**config.mk**
```make
export PLATFORM = sky130hd
export DESIGN_NAME = ordered_item_list_engine
export DESIGN_NICKNAME = d
export VERILOG_FILES = /design/src/rtl/core/oile_pkg.sv /design/src/rtl/core/oile_links.sv /design/src/rtl/core/ordered_item_list_engine.sv
export SDC_FILE = /design/constraint.sdc
export NUM_CORES = 1
export LEC_CHECK = 0
export ABC_CLOCK_PERIOD_IN_PS = 7720
export BUFFER_PORTS_ARGS = -buffer_cell sky130_fd_sc_hd__buf_2
export CORE_UTILIZATION = 40
export DETAILED_ROUTE_END_ITERATION = 8
export GPL_ROUTABILITY_DRIVEN = 0
export SYNTH_ARGS = -nofsm -noshare
export SYNTH_HDL_FRONTEND = slang
export SYNTH_SLANG_ARGS = --single-unit
```
**constraint.sdc**
```tcl
create_clock -name clock -period 7.72 [get_ports clock]
set_input_delay 1.544 -clock clock [delete_from_list [all_inputs] [get_ports clock]]
set_output_delay 1.544 -clock clock [all_outputs]
set_load 0.005 [all_outputs]
```
**src/rtl/core/oile_pkg.sv**
```systemverilog
// ----------------------------------------------------------------------------
// oile_pkg - ordered item list engine shared definitions
// Beat types, action and status codes, link write command.
// ----------------------------------------------------------------------------
`default_nettype none

package oile_pkg;

   localparam int MAX_ITEMS = 16;
   localparam int IDX_W     = $clog2(MAX_ITEMS);
   localparam int NODE_W    = $clog2(MAX_ITEMS + 1);

   localparam int ACT_W    = 2;
   localparam int HANDLE_W = 4;
   localparam int KEY_W    = 32;
   localparam int COUNT_W  = 5;
   localparam int STAT_W   = 2;

   localparam logic [NODE_W-1:0] SENT    = NODE_W'(MAX_ITEMS);
   localparam logic [KEY_W-1:0]  KEY_TOP = '1;

   localparam logic [ACT_W-1:0] ACT_APPEND = 2'd0;
   localparam logic [ACT_W-1:0] ACT_INSERT = 2'd1;
   localparam logic [ACT_W-1:0] ACT_REMOVE = 2'd2;
   localparam logic [ACT_W-1:0] ACT_NONE   = 2'd3;

   localparam logic [STAT_W-1:0] STAT_OK         = 2'd0;
   localparam logic [STAT_W-1:0] STAT_DUPLICATE  = 2'd1;
   localparam logic [STAT_W-1:0] STAT_NOT_MEMBER = 2'd2;

   typedef logic [NODE_W-1:0] node_type;

   typedef struct packed {
      logic [ACT_W-1:0]    action;
      logic [HANDLE_W-1:0] handle;
      logic [KEY_W-1:0]    key;
   } req_type;

   typedef struct packed {
      logic [COUNT_W-1:0]  item_count;
      logic [STAT_W-1:0]   status;
      logic                head_valid;
      logic [HANDLE_W-1:0] head_handle;
      logic [KEY_W-1:0]    head_key;
   } rsp_type;

   // node SENT addresses the head/tail registers instead of the link memory
   typedef struct packed {
      logic     next_we;
      node_type next_node;
      node_type next_val;
      logic     prev_we;
      node_type prev_node;
      node_type prev_val;
   } link_wr_type;

endpackage

`default_nettype wire

```
**src/rtl/core/oile_links.sv**
```systemverilog
// ----------------------------------------------------------------------------
// oile_links - link store of the ordered item list
// Next/prev link memories for the items plus the sentinel's head and tail
// registers; one write per memory and one registered read per cycle.
// ----------------------------------------------------------------------------
`default_nettype none

module oile_links import oile_pkg::*; (
   input  wire logic              clock,
   input  wire logic              reset,
   input  wire logic [IDX_W-1:0]  rd_idx,
   input  wire link_wr_type       wr,
   output node_type               rd_next,
   output node_type               rd_prev,
   output node_type               head,
   output node_type               tail
);

   node_type next_mem [MAX_ITEMS];
   node_type prev_mem [MAX_ITEMS];
   node_type rd_next_ff;
   node_type rd_prev_ff;
   node_type head_ff;
   node_type tail_ff;

   always_ff @(posedge clock) begin
      if (wr.next_we && (wr.next_node != SENT)) begin
         next_mem[wr.next_node[IDX_W-1:0]] <= wr.next_val;
      end
      if (wr.prev_we && (wr.prev_node != SENT)) begin
         prev_mem[wr.prev_node[IDX_W-1:0]] <= wr.prev_val;
      end
      rd_next_ff <= next_mem[rd_idx];
      rd_prev_ff <= prev_mem[rd_idx];
   end

   always_ff @(posedge clock) begin
      if (reset) begin
         head_ff <= SENT;
         tail_ff <= SENT;
      end else begin
         if (wr.next_we && (wr.next_node == SENT)) begin
            head_ff <= wr.next_val;
         end
         if (wr.prev_we && (wr.prev_node == SENT)) begin
            tail_ff <= wr.prev_val;
         end
      end
   end

   assign rd_next = rd_next_ff;
   assign rd_prev = rd_prev_ff;
   assign head    = head_ff;
   assign tail    = tail_ff;

endmodule

`default_nettype wire

```
**src/rtl/core/ordered_item_list_engine.sv**
```systemverilog
// ----------------------------------------------------------------------------
// ordered_item_list_engine - sorted doubly linked list of item handles
// Append, sorted insert and remove on a ring closed by a sentinel node.
// A sorted insert walks the key and link memories with one key compare per
// cycle. One beat in flight at a time; the next beat is taken once the
// result is out. Reset empties the list at once.
// ----------------------------------------------------------------------------
`default_nettype none

module ordered_item_list_engine import oile_pkg::*; (
   input  wire logic    clock,
   input  wire logic    reset,
   input  wire logic    req_valid,
   output logic         req_stall,
   input  wire req_type req_data,
   output logic         rsp_valid,
   input  wire logic    rsp_stall,
   output rsp_type      rsp_data
);

   typedef enum logic [2:0] {
      S_IDLE,
      S_WALK_CMP,
      S_LINK1,
      S_LINK2,
      S_RM_WR,
      S_HK_RD,
      S_HK_OUT
   } state_type;

   state_type             state_ff;
   logic [HANDLE_W-1:0]   hdl_ff;
   logic [KEY_W-1:0]      key_ff;
   node_type              at_ff;
   node_type              cur_ff;
   logic [STAT_W-1:0]     status_ff;
   node_type              count_ff;
   logic [MAX_ITEMS-1:0]  member_ff;
   rsp_type               rsp_ff;
   logic                  rsp_valid_ff;

   logic [KEY_W-1:0]      key_mem [MAX_ITEMS];
   logic [KEY_W-1:0]      key_rd_ff;

   logic                  accept;
   logic                  in_range;
   logic                  req_member;
   logic                  key_we;
   logic                  key_le;
   logic                  rsp_free;
   logic                  head_ok;
   logic [IDX_W-1:0]      req_idx;
   logic [IDX_W-1:0]      hdl_idx;
   logic [IDX_W-1:0]      rd_idx;
   node_type              hdl_node;
   node_type              head;
   node_type              tail;
   node_type              rd_next;
   node_type              rd_prev;
   link_wr_type           link_wr;

   oile_links u_links (
      .clock   (clock),
      .reset   (reset),
      .rd_idx  (rd_idx),
      .wr      (link_wr),
      .rd_next (rd_next),
      .rd_prev (rd_prev),
      .head    (head),
      .tail    (tail)
   );

   assign req_stall  = (state_ff != S_IDLE);
   assign accept     = req_valid && !req_stall;
   assign req_idx    = IDX_W'(req_data.handle);
   assign in_range   = (NODE_W'(req_data.handle) < SENT);
   assign req_member = member_ff[req_idx];
   assign hdl_idx    = IDX_W'(hdl_ff);
   assign hdl_node   = NODE_W'(hdl_ff);
   assign key_le     = (key_rd_ff <= key_ff);
   assign rsp_free   = !rsp_valid_ff || !rsp_stall;
   assign head_ok    = (count_ff != '0) && (head != SENT);
   assign key_we     = accept && in_range && !req_member
                       && ((req_data.action == ACT_APPEND) || (req_data.action == ACT_INSERT));

   always_comb begin
      unique case (state_ff)
         S_IDLE:     rd_idx = (req_data.action == ACT_REMOVE) ? req_idx : head[IDX_W-1:0];
         S_WALK_CMP: rd_idx = rd_next[IDX_W-1:0];
         default:    rd_idx = head[IDX_W-1:0];
      endcase
   end

   always_comb begin
      link_wr = '0;
      unique case (state_ff)
         S_LINK1: begin
            link_wr.next_we   = 1'b1;
            link_wr.next_node = hdl_node;
            link_wr.next_val  = cur_ff;
            link_wr.prev_we   = 1'b1;
            link_wr.prev_node = hdl_node;
            link_wr.prev_val  = at_ff;
         end
         S_LINK2: begin
            link_wr.next_we   = 1'b1;
            link_wr.next_node = at_ff;
            link_wr.next_val  = hdl_node;
            link_wr.prev_we   = 1'b1;
            link_wr.prev_node = cur_ff;
            link_wr.prev_val  = hdl_node;
         end
         S_RM_WR: begin
            link_wr.next_we   = 1'b1;
            link_wr.next_node = rd_prev;
            link_wr.next_val  = rd_next;
            link_wr.prev_we   = 1'b1;
            link_wr.prev_node = rd_next;
            link_wr.prev_val  = rd_prev;
         end
         default: begin
            link_wr = '0;
         end
      endcase
   end

   always_ff @(posedge clock) begin
      if (key_we) begin
         key_mem[req_idx] <= req_data.key;
      end
      key_rd_ff <= key_mem[rd_idx];
   end

   always_ff @(posedge clock) begin
      if (reset) begin
         state_ff     <= S_IDLE;
         count_ff     <= '0;
         member_ff    <= '0;
         rsp_valid_ff <= 1'b0;
      end else begin
         if (rsp_free) begin
            rsp_valid_ff <= (state_ff == S_HK_OUT);
         end
         unique case (state_ff)
            S_IDLE: begin
               if (accept) begin
                  hdl_ff <= req_data.handle;
                  key_ff <= req_data.key;
                  priority if (req_data.action == ACT_NONE) begin
                     status_ff <= STAT_OK;
                     state_ff  <= S_HK_RD;
                  end else if (!in_range) begin
                     status_ff <= STAT_NOT_MEMBER;
                     state_ff  <= S_HK_RD;
                  end else if (req_data.action == ACT_REMOVE) begin
                     if (req_member) begin
                        status_ff <= STAT_OK;
                        state_ff  <= S_RM_WR;
                     end else begin
                        status_ff <= STAT_NOT_MEMBER;
                        state_ff  <= S_HK_RD;
                     end
                  end else if (req_member) begin
                     status_ff <= STAT_DUPLICATE;
                     state_ff  <= S_HK_RD;
                  end else if ((req_data.action == ACT_APPEND) || (req_data.key == KEY_TOP)) begin
                     status_ff <= STAT_OK;
                     at_ff     <= tail;
                     cur_ff    <= SENT;
                     state_ff  <= S_LINK1;
                  end else if (head == SENT) begin
                     status_ff <= STAT_OK;
                     at_ff     <= SENT;
                     cur_ff    <= SENT;
                     state_ff  <= S_LINK1;
                  end else begin
                     status_ff <= STAT_OK;
                     at_ff     <= SENT;
                     cur_ff    <= head;
                     state_ff  <= S_WALK_CMP;
                  end
               end
            end
            S_WALK_CMP: begin
               if (key_le) begin
                  at_ff  <= cur_ff;
                  cur_ff <= rd_next;
                  if (rd_next == SENT) begin
                     state_ff <= S_LINK1;
                  end
               end else begin
                  state_ff <= S_LINK1;
               end
            end
            S_LINK1: begin
               state_ff <= S_LINK2;
            end
            S_LINK2: begin
               member_ff[hdl_idx] <= 1'b1;
               count_ff           <= count_ff + 1'b1;
               state_ff           <= S_HK_RD;
            end
            S_RM_WR: begin
               member_ff[hdl_idx] <= 1'b0;
               count_ff           <= count_ff - 1'b1;
               state_ff           <= S_HK_RD;
            end
            S_HK_RD: begin
               state_ff <= S_HK_OUT;
            end
            S_HK_OUT: begin
               if (rsp_free) begin
                  rsp_ff.item_count  <= COUNT_W'(count_ff);
                  rsp_ff.status      <= status_ff;
                  rsp_ff.head_valid  <= head_ok;
                  rsp_ff.head_handle <= head_ok ? HANDLE_W'(head) : '0;
                  rsp_ff.head_key    <= head_ok ? key_rd_ff : '0;
                  state_ff           <= S_IDLE;
               end
            end
            default: begin
               state_ff <= S_IDLE;
            end
         endcase
      end
   end

   assign rsp_valid = rsp_valid_ff;
   assign rsp_data  = rsp_ff;

   a_count_range: assert property (@(posedge clock) disable iff (reset)
      count_ff <= SENT)
      else $error("item count above capacity");

   a_member_count: assert property (@(posedge clock) disable iff (reset)
      (state_ff == S_IDLE) |-> ($countones(member_ff) == int'(count_ff)))
      else $error("membership bits disagree with item count");

   a_empty_head: assert property (@(posedge clock) disable iff (reset)
      (state_ff == S_IDLE) |-> ((head == SENT) == (count_ff == '0)))
      else $error("head link disagrees with item count");

   a_empty_tail: assert property (@(posedge clock) disable iff (reset)
      (state_ff == S_IDLE) |-> ((tail == SENT) == (head == SENT)))
      else $error("head and tail links disagree on empty list");

endmodule

`default_nettype wire
```
==> flow_summary.ini, run 1 <==
[clock_network]
worstSkewPairLatency_ns = 0.65
post_cts_buffers = 0
cts_hold_buffers = 0
cts_sinks = 841
cts_tree = built
cts-resized-gates = 0
numCtsBuffers = 87
htree_levels = 3
path_clk_slew_ns = 0.06
cts_root_buf = clkbuf_16
clockBufferDepth = 3

[worst_setup_path]
worst_path_max_delay_cell = nor2_4
critPathLaunchType = input pin
cpPeakStageDelay_ns = 0.90
critPathKind = input pin to register
crit_chain = buf_2 -> mux4_2 -> mux2i_1 -> mux2i_1 -> nor3_1 -> nand3b_1 -> nor2_4 -> buf_4
crit_required_ns = 8.06
critical_path_buf_inv_count = 2
cp.arrival_ns = 4.99
cp_top_family = simple AND/OR/NAND/NOR gates
end_kind = register
crit_fanout = 23
critPathMostFrequentCell = mux2i_1

[routing]
num_vias = 19229
drt_wl_total_mm = 83.0
drc_errors = 0
drtPass1Iterations = 5
vias_per_cell = 5.62
wl_per_cell_um = 24.3
drtAntennaViolNets = 0
drtIter0Drc = 1814

[power_and_ir_drop]
leakage_uw = 0.0133
p_per_area_mw_per_mm2 = 349
irDropWorstVdd_mv = 0.240

[run_status]
status = finished clean

[global_routing]
grt_first_pass_wirelength_mm = 124
antenna_found_initial = 4
grt_usage_pct = 20.0
grt_start_max_net_pins = 151
overflow = 0
first_global_vias = 19222

[die]
die_y_um = 289
core_sq_mm = 0.0811
placementRows = 104
ioPinCount = 88
dieArea_sq_mm = 0.0837
die_x_um = 289
initial_core_util_pct = 40.7

[flow_run]
drv_cap = 0

[yosys]
yosys.cell_types.count = 54
synth-edff-count = 764
netlist_instances = 2175
yosys-top-cells-area = edfxtp_1 (69%), mux2i_1 (5.8%), dfxtp_1 (4.7%)
synthesis.nets = 2253
syn_area_sq_mm = 0.0330
yosysTopAreaCell = edfxtp_1
ys_seq_area_share_pct = 74.2
syn_avg_cell_area_sq_um = 15.2
async_flop_share_pct = 0
yosysTopAreaCellShare_pct = 69.5
ys.flop_type = edfxtp_1
ys_ff_latch = 841
ys_warn_count = 0

[timing]
hold_violations = 0
fin_crit_ns = 4.66
tightest_slew_ns = 1.37
fin_crit_sh_pct = 60.3
worst_slack_ns = 3.06
final.setup_skew_ns = 0.0197
drv_slew = 0
fin_setup_tns_ns = 0
maxSlewHeadroom_pct = 8.18
rsz0062_at_grt = no
fmax_mhz = 215
setup_viol = 0

[layout]
ff_latch_area_sq_mm = 0.0245
drive_above_1_share_pct = 13.5
fillers = 6907
utilization_pct = 46.5
multi_input_area_sq_mm = 0.00801
area_growth_pct = 14.3
nets = 2360

[placed_design]
port_buffers = 87
dp_hpwl_mm = 48.1
pre_cts_ws_ns = 2.44

[worst_hold_path]
hold_path.class = register to register
## per-stage QoR
| stage | area (sq um) | hold WS, ns | total power (uW) | cells |
|---|---|---|---|---|
| floorplan | 33000 | 0.400 | 7840 | 2175 |
| global placement | 34800 | 0.408 | 8870 | 3253 |
| detailed placement | 34800 | 0.412 | 8960 | 3253 |
| CTS | 37700 | 0.425 | 13300 | 3416 |
| global route | 37700 | 0.446 | 13700 | 3417 |
| finish | 37700 | 0.422 | 13200 | 3419 |
## cells in the mapped netlist (8+ instances only)
cell type,n
inv_1,40
a21oi_1,43
buf_4,12
nor3_1,12
edfxtp_1,764
nor4_1,8
and4_1,42
nand4_1,17
or3_1,12
nand3_1,10
o21ai_0,35
a32oi_1,170
nor2_1,83
nand2_1,388
mux2i_1,191
and2_1,42
nor2b_1,11
ha_1,35
nand2b_1,14
dfxtp_1,77
buf_2,61
clkbuf_1,38
## worst paths after layout
kind	from	endpoint	slack, ns	cells after the start
hold reg to reg	status_ff[0]	rsp_data[37]	0.42	0
setup reg to reg	state_ff[0]	key_rd_ff[17]	3.55	9
setup / recovery	req_data[34]	key_mem[5][13]	3.06	8
hold / removal	status_ff[0]	rsp_data[37]	0.42	0
## report_power, final
| group | switching [uW] | total, uW | internal (uW) |
|---|---|---|---|
| clock network | 1760 | 4310 | 2540 |
| logic | 2160 | 3190 | 1020 |
| registers | 199 | 5690 | 5490 |
## layer usage
layer,routed length (um),track usage [%]
met5,26,0
met1,36800,28.2
met2,38700,31.3
met3,5440,3.72
met4,2100,6.26
## placed cells by master, fill, tap and decap left out, types with 19 or more instances in the layout
cell type,n
ha_1,35
a32oi_1,170
nor2_1,68
inv_1,40
edfxtp_1,764
dfxtp_1,77
buf_4,46
buf_2,87
nand2_1,388
clkbuf_16,89
and4_1,42
mux2i_1,191
o21ai_0,35
a21oi_1,43
clkinv_2,19
and2_1,42
## registers in the layout, summed over array words and instances, names as in the netlist, 32 cells and up, named ones only
register	cells
key_ff	32
key_mem	512
key_rd_ff	32
rsp_data	44
u_links.next_mem	80
u_links.prev_mem	80
## worst register-to-register path, delay by kind of cell (launching register included)
family	cells	cell delay, ns
compound gates	3	0.84
buf+inv	3	1.13
simple gates	3	1.56
flops	1	0.53
## cell families after synthesis
| group | after synthesis | share of synthesized area, % |
|---|---|---|
| xor gates and xnor gates | 4 | 0.106 |
| muxes | 195 | 6.06 |
| AOI/OAI and AO/OA | 284 | 6.75 |
| adders and majority gates | 36 | 1.39 |
| DFF | 841 | 74.2 |
| and+or+nand+nor | 659 | 9.29 |
| buffers and inverters | 156 | 2.23 |
## final cells by class
class / count / share of cell area [%]
clock buffer: 117 / 6.47
sequential: 841 / 64.9
antenna: 3 / 0.0199
tap: 1060 / 3.51
multi-input combinational: 1178 / 21.2
timing repair buffer: 134 / 2.12
inverter: 40 / 0.398
clock inverter: 46 / 1.38
Note: power is estimated with default switching activity, not from simulation.
==> inputs of run 2 (changes only) <==
--- a/config.mk
+++ b/config.mk
@@ -5,7 +5,7 @@
 export SDC_FILE = /design/constraint.sdc
 export NUM_CORES = 1
 export LEC_CHECK = 0
-export ABC_CLOCK_PERIOD_IN_PS = 7720
+export ABC_CLOCK_PERIOD_IN_PS = 4850
 export BUFFER_PORTS_ARGS = -buffer_cell sky130_fd_sc_hd__buf_2
 export CORE_UTILIZATION = 40
 export DETAILED_ROUTE_END_ITERATION = 8
==> constraint.sdc (replaced) <==
create_clock -name clock -period 4.85 [get_ports clock]
set_input_delay 0.97 -clock clock [delete_from_list [all_inputs] [get_ports clock]]
set_output_delay 0.97 -clock clock [all_outputs]
set_load 0.005 [all_outputs]
==> run 2 against run 1 <==
Net effect: clock power is 48% higher; non-clock buffer count grew 22; sequential share of layout area is 0.23 points lower; count of clock-buffer cells in the layout grew 2; highest routed layer unchanged.
==> flow_summary.ini, run 2 (same netlist as run 1, synthesis figures left out) <==
[worst_hold_path]
hold_start = status_ff[1]
hold_path.class = register to register
holdPathStages = 0
min_to = rsp_data[38]

[clock_network]
path_clk_slew_ns = 0.06
post_cts_buffers = 0
htree_levels = 3
cts_sinks = 841
clockBufferDepth = 3
worstSkewPairLatency_ns = 0.64
cts-resized-gates = 0
cts_hold_buffers = 0
cts_root_buf = clkbuf_16
numCtsBuffers = 83
cts_tree = built

[timing]
tightest_slew_ns = 1.16
fmax_mhz = 268
final.setup_skew_ns = 0.0201
setup_viol = 0
drv_slew = 0
whs_ns = 0.414
hold_violations = 0
maxSlewHeadroom_pct = 22.1
fin_crit_sh_pct = 76.9
rsz0062_at_grt = no
fin_crit_ns = 3.73

[layout]
largest_reg_flops = 512
drive_above_1_share_pct = 13.5
mostFrequentLayoutCells = edfxtp_1 (764), nand2_1 (388), mux2i_1 (191), a32oi_1 (170), buf_2 (87)
layout_commonest_cell = edfxtp_1
area_growth_pct = 14.7
fillers = 6936
regMostFlops = key_mem
nets = 2378

[global_routing]
grt_first_pass_wirelength_mm = 120
overflow = 0
first_global_vias = 18911
use_met3_pct = 2.87
grt_usage_pct = 19.2
use_met1_pct = 27.3
top_usage_layer = met2
antenna_found_initial = 5
use_met2_pct = 30.8
grt_start_max_net_pins = 95

[power_and_ir_drop]
power_switching_uw = 6420
p_per_area_mw_per_mm2 = 543
cell_internal_pwr_uw = 14100
finalPower_uw = 20600
seq_power_share_pct = 44.1
irDropWorstVdd_mv = 0.294
switching_share_pct = 31.2
p_clk_share_pct = 31.0
power_frac_comb_pct = 25.0
leakage_uw = 0.0133

[routing]
drt_wl_total_mm = 80.2
drtPass1Iterations = 6
drc_errors = 0
wl_per_cell_um = 23.4
drtIter0Drc = 1834
num_vias = 19133
drtAntennaViolNets = 0
vias_per_cell = 5.58

[die]
initial_core_util_pct = 40.7
die_y_um = 289
placementRows = 104
core_sq_mm = 0.0811
die_x_um = 289
ioPinCount = 88
dieArea_sq_mm = 0.0837

[worst_setup_path]
critPathLaunchType = input pin
timing.rr.end = key_rd_ff[19]
critPathKind = input pin to register
cp_top_family = simple AND/OR/NAND/NOR gates
critical_path_buf_inv_count = 2
worst_path_max_delay_cell = nor3_1
r2r_slack_ns = 1.23
cpPeakStageDelay_ns = 0.65
worst_r2r_path_depth = 8
crit_chain = buf_2 -> mux4_2 -> mux2i_1 -> mux2i_1 -> nor3_1 -> nand3b_1 -> nor2_4 -> buf_4
critPathMostFrequentCell = mux2i_1
reg2reg_from = state_ff[1]
cp.arrival_ns = 4.01
end_kind = register
crit_fanout = 21
crit_required_ns = 5.12

[flow_run]
drv_cap = 0

[placed_design]
port_buffers = 87
dp_hpwl_mm = 49.1

[run_status]
status = finished clean
run 2: changes by cell type in the layout (fill, tap and decap cells not counted), moves of 2 or more:
cell	before	now
clkinv_4	3	0
diode_2	3	1
clkbuf_16	89	84
inv_16	3	0
bufinv_16	9	7
clkbuf_1	17	27
clkinv_2	19	14
buf_4	46	50
clkinv_8	0	3
clkbuf_8	11	8
buf_12	1	19
run 2: how the worst max path moves through the flow:
stage / start / to / slack [ns] / depth (start not counted)
after floorplan: req_data[34] / key_mem[3][0] / -0.43 / 7
after global placement: req_data[34] / key_mem[13][13] / 0.63 / 8
after detailed placement: req_data[34] / key_mem[13][14] / 0.59 / 8
after CTS: req_data[34] / key_mem[13][10] / 1.23 / 8
after global routing: state_ff[1] / key_rd_ff[19] / 1.02 / 8
final: req_data[34] / key_mem[13][10] / 1.12 / 8
run 2: layout make-up:
cell class	instances	area, sq um	share of cell area (%)
Antenna cell	1	2.50	0.00661
Tap cell	1060	1330	3.50
Inverter	40	150	0.396
Multi-Input combinational cell	1178	8020	21.2
Clock inverter	34	384	1.01
Sequential cell	841	24500	64.7
Clock buffer	119	2310	6.11
Timing Repair Buffer	156	1190	3.15
run 2: layer usage:
metal	vias to the layer above	part of all wire (%)
met2	726	47
met4	2	2.4
li1	8618	-
met1	9651	44
met5	-	0.011
met3	136	6.9
run 2: stage by stage:
| stage | setup slack (ns) | util (%) | instances | cell area, sq um | TNS (ns) |
|---|---|---|---|---|---|
| global route | 1.02 | 46.7 | 3428 | 37900 | 0 |
| detailed placement | 0.588 | 43.4 | 3275 | 35200 | 0 |
| finish | 1.12 | 46.7 | 3429 | 37900 | 0 |
| global placement | 0.627 | 43.4 | 3275 | 35200 | 0 |
| CTS | 1.23 | 46.7 | 3428 | 37900 | 0 |
| floorplan | -0.428 | - | 2175 | 33000 | -40.74 |
run 2: power groups by stage:
stage,clock [uW],combinational (uW),sequential [uW]
detailed placement,0,5140,9210
global placement,0,5010,9200
CTS,6480,5160,9070
finish,6360,5130,9060
floorplan,0,3440,9040
global route,6740,5590,9110
==> inputs of run 3 (changes only) <==
--- a/config.mk
+++ b/config.mk
@@ -5,7 +5,8 @@
 export SDC_FILE = /design/constraint.sdc
 export NUM_CORES = 1
 export LEC_CHECK = 0
-export ABC_CLOCK_PERIOD_IN_PS = 4850
+export ABC_AREA = 1
+export ABC_CLOCK_PERIOD_IN_PS = 3400
 export BUFFER_PORTS_ARGS = -buffer_cell sky130_fd_sc_hd__buf_2
 export CORE_UTILIZATION = 40
 export DETAILED_ROUTE_END_ITERATION = 8
==> constraint.sdc (replaced) <==
create_clock -name clock -period 3.4 [get_ports clock]
set_input_delay 0.68 -clock clock [delete_from_list [all_inputs] [get_ports clock]]
set_output_delay 0.68 -clock clock [all_outputs]
set_load 0.005 [all_outputs]
==> run 3 against run 2 <==
Net effect: sequential power rose by 43%; sequential share of layout area fell by 4.9 points; final area rose by 8.2%; die area rose by 7.2%; critical endpoint is now key_rd_ff[16]; largest cell class unchanged.
==> flow_summary.ini, run 3 <==
[timing]
hold_violations = 0
worst_slack_ns = 0.539
final.setup_skew_ns = 0.0245
fin_crit_sh_pct = 84.1
drv_slew = 0
setup_viol = 0
rsz0062_at_grt = no
tightest_slew_ns = 1.14
whs_ns = 0.326
maxSlewHeadroom_pct = 24.2
fin_crit_ns = 2.86
fmax_mhz = 350

[routing]
wl_per_cell_um = 19.7
drtPass1Iterations = 7
num_vias = 22759
drtAntennaViolNets = 0
drtIter0Drc = 2068
drt_wl_total_mm = 88.2
vias_per_cell = 5.08
drc_errors = 0

[clock_network]
post_cts_buffers = 0
cts_sinks = 841
path_clk_slew_ns = 0.06
clockBufferDepth = 3
htree_levels = 3
cts_tree = built
worstSkewPairLatency_ns = 0.64
cts-resized-gates = 0
numCtsBuffers = 88
cts_root_buf = clkbuf_16
cts_hold_buffers = 0

[layout]
num_antenna_cells = 0
layout_commonest_cell = edfxtp_1
largest_reg_flops = 512
area_growth_pct = 15.8
drive_above_1_share_pct = 11.6
design_area_sq_mm = 0.0410
regMostFlops = key_mem
final_cell_count_no_fill = 4484
nets = 3332
mostFrequentLayoutCells = edfxtp_1 (764), nand2_1 (564), inv_1 (528), nand3_1 (322), o211ai_1 (255)

[global_routing]
first_global_vias = 21703
overflow = 0
grt_first_pass_wirelength_mm = 133
antenna_found_initial = 2
grt_usage_pct = 19.7
grt_start_max_net_pins = 82

[power_and_ir_drop]
p_per_area_mw_per_mm2 = 893
irDropWorstVdd_mv = 0.769
finalPower_uw = 36600
leakage_uw = 0.0157

[yosys]
ys_ff_latch = 841
netlist_instances = 3115
yosysTopAreaCell = edfxtp_1
yosys-top-cells-area = edfxtp_1 (65%), nand2_1 (6.0%), inv_1 (5.6%)
synthTopCellsByCount = edfxtp_1 (764), nand2_1 (565), inv_1 (529)
syn_area_sq_mm = 0.0354
yosysMostFrequentCell = edfxtp_1
ys.flop_type = edfxtp_1
yosys.cell_types.count = 43
yosysTopAreaCellShare_pct = 64.8
synthesis.nets = 3193
ys_seq_area_share_pct = 69.1
syn_avg_cell_area_sq_um = 11.4
ys_warn_count = 0
synth-edff-count = 764
async_flop_share_pct = 0

[die]
dieArea_sq_mm = 0.0897
die_y_um = 300
core_sq_mm = 0.0872
placementRows = 108
die_x_um = 300
initial_core_util_pct = 40.6
ioPinCount = 88

[flow_run]
drv_cap = 0

[placed_design]
dp_hpwl_mm = 55.9
post_dp_cell_area_sq_mm = 0.0380
port_buffers = 87
pre_cts_ws_ns = 0.312
dp.cells = 4319

[worst_setup_path]
crit_fanout = 42
cp.arrival_ns = 3.42
cpPeakStageDelay_ns = 0.83
worst_r2r_path_depth = 8
path_depth = 8
cp_top_family = buffers and inverters
critPathKind = register to register
critPathLaunchType = register
crit_required_ns = 3.96
worst_path_max_delay_cell = inv_2
critPathMostFrequentCell = inv_2
crit_chain = inv_1 -> nand3_4 -> inv_2 -> nor2_1 -> a221oi_4 -> inv_2 -> nand3_1 -> nand2_1
end_kind = register
critical_path_buf_inv_count = 3

[worst_hold_path]
holdPathStages = 1
hold_path.class = input pin to register

[run_status]
status = finished clean
[run 3: changes by cell type after synthesis, sizes merged, moves of 45 or more]
cell / change
o211ai: +253
nand3: +316
buf: +45
nor2: +84
nand2: +182
inv: +496
a32oi: -170
mux2i: -191
o21ai: +49
[run 3: where the power goes]
| group | leakage, uW | switching, uW | internal (uW) | total (uW) |
|---|---|---|---|---|
| clock network | 0.00144 | 3990 | 5790 | 9780 |
| registers | 0.00758 | 441 | 12600 | 13000 |
| logic | 0.00674 | 9510 | 4330 | 13800 |
[run 3: metrics by stage]
stage	util, %	setup TNS, ns
4_1_cts	47.0	0
3_3_place_gp	43.6	0
2_1_floorplan	-	-102.61
3_5_place_dp	43.6	0
5_1_grt	47.0	0
6_report	47.0	0
[run 3: per-layer routing]
metal | up-vias | routed length, um | track usage (%)
li1 | 11040 | - | -
met1 | 10880 | 38500 | 27.0
met2 | 703 | 41700 | 32.2
met3 | 136 | 5410 | 2.63
met4 | 0 | 2530 | 6.68
met5 | - | 0 | 0
[run 3: path summary, 6_finish.rpt]
kind | from | end | slack [ns]
worst max-delay path | state_ff[1] | key_rd_ff[16] | 0.54
worst min-delay path | req_data[2] | key_mem[11][2] | 0.33
worst max register to register | state_ff[1] | key_rd_ff[16] | 0.54
worst min register to register | count_ff[4] | rsp_data[43] | 0.44
[run 3: layout make-up]
class | instances | area (sq um)
multi-input cells | 1580 | 8300
flip-flops and latches | 841 | 24500
clock buffers | 113 | 2410
fillers | 7826 | 46200
inverters | 536 | 2020
repair buffers | 207 | 1790
clock inverters | 52 | 536
well taps | 1155 | 1450
[run 3: cells by family after synthesis]
group | Yosys count | synth area share (%)
AO/OA/AOI/OAI | 412 | 7.84
buffers and inverters | 694 | 7.89
AND/OR/NAND/NOR | 1131 | 13.8
flip-flops | 841 | 69.1
XOR/XNOR | 1 | 0.0247
adder cells (fa/ha/maj) | 36 | 1.29
